$ cat src/hdl/bop_div.sv
// ----------------------------------------------------------------------------
// Pipelined restoring divider
// One quotient bit per stage; the quotient must fit in QW bits.
// ----------------------------------------------------------------------------
module bop_div #(
  parameter int NW = 54,
  parameter int DW = 33,
  parameter int QW = 22
) (
  input  logic          clk,
  input  logic          en,
  input  logic [NW-1:0] num_i,
  input  logic [DW-1:0] den_i,
  output logic [QW-1:0] quo_o
);

  localparam int RW = DW + 1;

  logic [RW-1:0] rem_r [0:QW-1];
  logic [QW-1:0] low_r [0:QW-1];
  logic [DW-1:0] den_r [0:QW-1];
  logic [QW-1:0] quo_r [1:QW];

  always_ff @(posedge clk) begin
    if (en) begin
      rem_r[0] <= RW'(num_i[NW-1:QW]);
      low_r[0] <= num_i[QW-1:0];
      den_r[0] <= den_i;
    end
  end

  for (genvar i = 0; i < QW; i++) begin : g_stage
    logic [RW-1:0] trial;
    logic          ge;
    logic [QW-1:0] qin;

    assign trial = {rem_r[i][DW-1:0], low_r[i][QW-1]};
    assign ge    = trial >= RW'(den_r[i]);

    if (i == 0) begin : g_first
      assign qin = '0;
    end else begin : g_rest
      assign qin = quo_r[i];
    end

    always_ff @(posedge clk) begin
      if (en) begin
        quo_r[i+1] <= {qin[QW-2:0], ge};
      end
    end

    if (i < QW - 1) begin : g_fwd
      always_ff @(posedge clk) begin
        if (en) begin
          rem_r[i+1] <= ge ? (trial - RW'(den_r[i])) : trial;
          low_r[i+1] <= {low_r[i][QW-2:0], 1'b0};
          den_r[i+1] <= den_r[i];
        end
      end
    end
  end

  assign quo_o = quo_r[QW];

endmodule

$ cat config.mk
export PLATFORM = sky130hd
export DESIGN_NAME = bop_div
export DESIGN_NICKNAME = d
export VERILOG_FILES = /design/src/hdl/bop_div.sv
export SDC_FILE = /design/constraint.sdc
export NUM_CORES = 2
export LEC_CHECK = 0
export BUFFER_PORTS_ARGS = -buffer_cell sky130_fd_sc_hd__buf_2
export CAP_MARGIN = 20
export CORE_MARGIN = 5
export CORE_UTILIZATION = 50
export DETAILED_ROUTE_END_ITERATION = 16
export PLACE_DENSITY = 0.63
export SLEW_MARGIN = 20
export SYNTH_ARGS = -nofsm -noshare
export SYNTH_HDL_FRONTEND = slang
export SYNTH_SLANG_ARGS = --single-unit
$ cat constraint.sdc
create_clock -name clk -period 5.4 [get_ports clk]
set_input_delay 0.27 -clock clk [delete_from_list [all_inputs] [get_ports clk]]
set_output_delay 0.27 -clock clk [all_outputs]
set_load 0.1 [all_outputs]
==> flow_metrics.tcl <==
set metrics [dict create \
    drive_gt1_share_pct 9.116 \
    coreArea_mm2 0.2075 \
    synth_area_mm2 0.1045 \
    cts_repair_resize_count 0 \
    use_met2_pct 35.41 \
    antenna_found_initial 6 \
    ys.flop_type "edfxtp_1" \
    synth_nets 9674 \
    peakVddDrop_uv 387.5 \
    cap_violations 0 \
    layout_common_cells "edfxtp_1 (1957), inv_1 (911), a21oi_1 (847), ha_1 (726), nor2_1 (510)" \
    start_util_pct 50.35 \
    worstMarginPinSlew_ps 1136 \
    ant_nets 0 \
    fin_cells 12060 \
    clock_skew_ps 52.74 \
    wl_um 248500 \
    synth_edf_count 1957 \
    die_h_um 467.1 \
    cts_tree "yes" \
    setup_violations 0 \
    slew_headroom_pct 23.26 \
    holdBufCountCts 88 \
    layout_min_cycle_time_ps 4557 \
    num_rows 167 \
    holdCritStartpoint "den_i[4]" \
    pin_count 111 \
    layout_commonest_cell "edfxtp_1" \
    dpl.hpwl_um 186100 \
    power_density_mw_per_mm2 598.4 \
    cp_cell_sequence "inv_1 -> ha_1 -> inv_1 -> fa_1 -> a211oi_1 -> o21ai_0 -> a31oi_1 -> o21ai_1 -> a31oi_1 -> o221a_2 -> o221ai_1 -> a21boi_4 -> buf_12 -> mux2_2" \
    cpMaxStageDelayCell "a21boi_4" \
    grt_util_met3_pct 2.917 \
    dieArea_mm2 0.2182 \
    placedCellCount 11580 \
    avgSynthCellArea_um2 11.82 \
    clkSlewWorstSetupHoldPaths_ps 60 \
    drt-vias-per-instance 5.689 \
    port_buffers 110 \
    synthToLayoutAreaGrowth_pct 11.36 \
    drt-wirelength-per-cell_um 20.61 \
    ys_ff_latch 1957 \
    gr-usage-met1_pct 32.33 \
    die_width_um 467.1 \
    post-route-util_pct 56.07 \
    rsz0062_at_grt "false" \
    h-tree-depth 4 \
    critPathLaunch "low_r[9][21]" \
    status "completed" \
    nets 9926 \
    clk_latency_ps 850 \
    start_kind "flip-flop" \
    async_reset_ff_share_pct 0 \
    cts_max_path_buffers 3 \
    grt_use_total_pct 22.31 \
    total_leakage_power_nw 47.15 \
    path_class "flip-flop to flip-flop" \
    numCtsBuffers 211 \
    top_usage_layer "met2" \
    grt_pass1_vias 66000 \
    cp.arrival_ps 5140 \
    hold_viol 0 \
    finalMaxSlewViolations 0 \
    synth.distinct_cells 91 \
    synthCells 8838 \
    dr.first_iter.drc_count 6521 \
    cp.required_ps 5980 \
    overflow 0 \
    vias 68600 \
    hold_path_class "primary input to flip-flop" \
    n_fill_cell 17260 \
    max_freq_mhz 219.4 \
    clock-sinks 1957 \
    crit_fanout 34 \
    place_congestion 0.9510 \
    cts-root-buf "clkbuf_16" \
    first_pass_iters 6 \
    end_kind "flip-flop" \
    timing.rr.start "low_r[9][21]" \
    setup_tns_ps 0 \
    cpPeakStageDelay_ps 460 \
    ys_seq_area_share_pct 56.25 \
    drc_errors 0 \
    grt_pass1_wl_um 381700 \
    fin_crit_sh_pct 84.40 \
    ys_warn_count 0 \
    grt_start_max_net_pins 158 \
    cts_setup_buffers 0 \
]
## state kept, by name (all words and copies together), names as in the netlist
name   flops
den_r    726
rem_r    725
low_r    253
quo_r    253
## critical path: cells and delay by family (launching register included)
| family | cells | cell delay, ps |
|---|---|---|
| flops | 1 | 400 |
| fa+ha+maj | 2 | 590 |
| buf+inv | 3 | 380 |
| mux | 1 | 350 |
| compound gates | 8 | 2560 |
## power by group
group | internal [mW] | switching (mW) | total (mW)
combinational | 13.2 | 17.0 | 30.3
sequential | 22.1 | 2.76 | 24.9
clock | 8.35 | 6.15 | 14.5
total | 43.7 | 26.0 | 69.6
## metrics by stage
step	setup WS [ps]	hold slack (ps)	power (mW)	cell area, um^2
2_1_floorplan	1715	368.9	46.77	104500
3_3_place_gp	881.5	400.2	54.61	108300
3_5_place_dp	896.7	404.5	54.85	108400
4_1_cts	872.7	38.62	69.83	116300
5_1_grt	544.9	70.51	74.20	116300
6_report	842.6	120.2	69.62	116300
## layout make-up
class / instances / area [um^2] / share of cell area (%)
tap: 2788 / 3488 / 2.998
clock inverter: 149 / 1683 / 1.447
inverter: 912 / 3423 / 2.943
multi-input combinational: 5754 / 41520 / 35.69
sequential: 1957 / 58770 / 50.51
timing repair buffer: 254 / 2054 / 1.766
clock buffer: 243 / 5400 / 4.642
antenna: 2 / 5.005 / 0.004302
## routing by layer
layer  part of all wire (%)  vias to the layer above
met3                    5.3                      383
met1                     46                    33230
met5                      0                        -
met4                    3.0                        0
met2                     45                     1885
li1                       -                    33100
## final timing paths
| kind | slack (ps) | depth (start not counted) | end |
|---|---|---|---|
| worst max-delay path | 840 | 14 | rem_r[2][114] |
| worst min-delay path | 120 | 2 | den_r[0][4] |
| worst max register to register | 840 | 14 | rem_r[2][114] |
| worst min register to register | 400 | 0 | quo_r[0][89] |
## Yosys cell counts, drive strengths merged, types with 118 or more instances
library cell	count	share of area [%]
edfxtp	1957	56
inv	912	3.3
a21oi	849	4.1
ha	726	8.7
nor2	510	1.8
nand2	474	1.7
o21ai	443	2.1
a21o	395	2.8
xnor2	379	3.2
mux2	308	3.3
xor2	225	1.9
clkbuf	157	0.56
nand3	139	0.67
nand4	118	0.71
## logic make-up (layout without fill, tap and decap cells)
group	Yosys count	after routing	share of synthesized area, %
xor gates and xnor gates	604	604	5.064
other	0	2	0
DFF	1957	1957	56.25
buffers and inverters	1127	1558	4.128
adders and majority gates	747	747	9.098
AOI/OAI and AO/OA	2340	2340	14.04
and+or+nand+nor	1734	1734	7.900
muxes	329	329	3.521
Power figures use the tool's default switching activity.
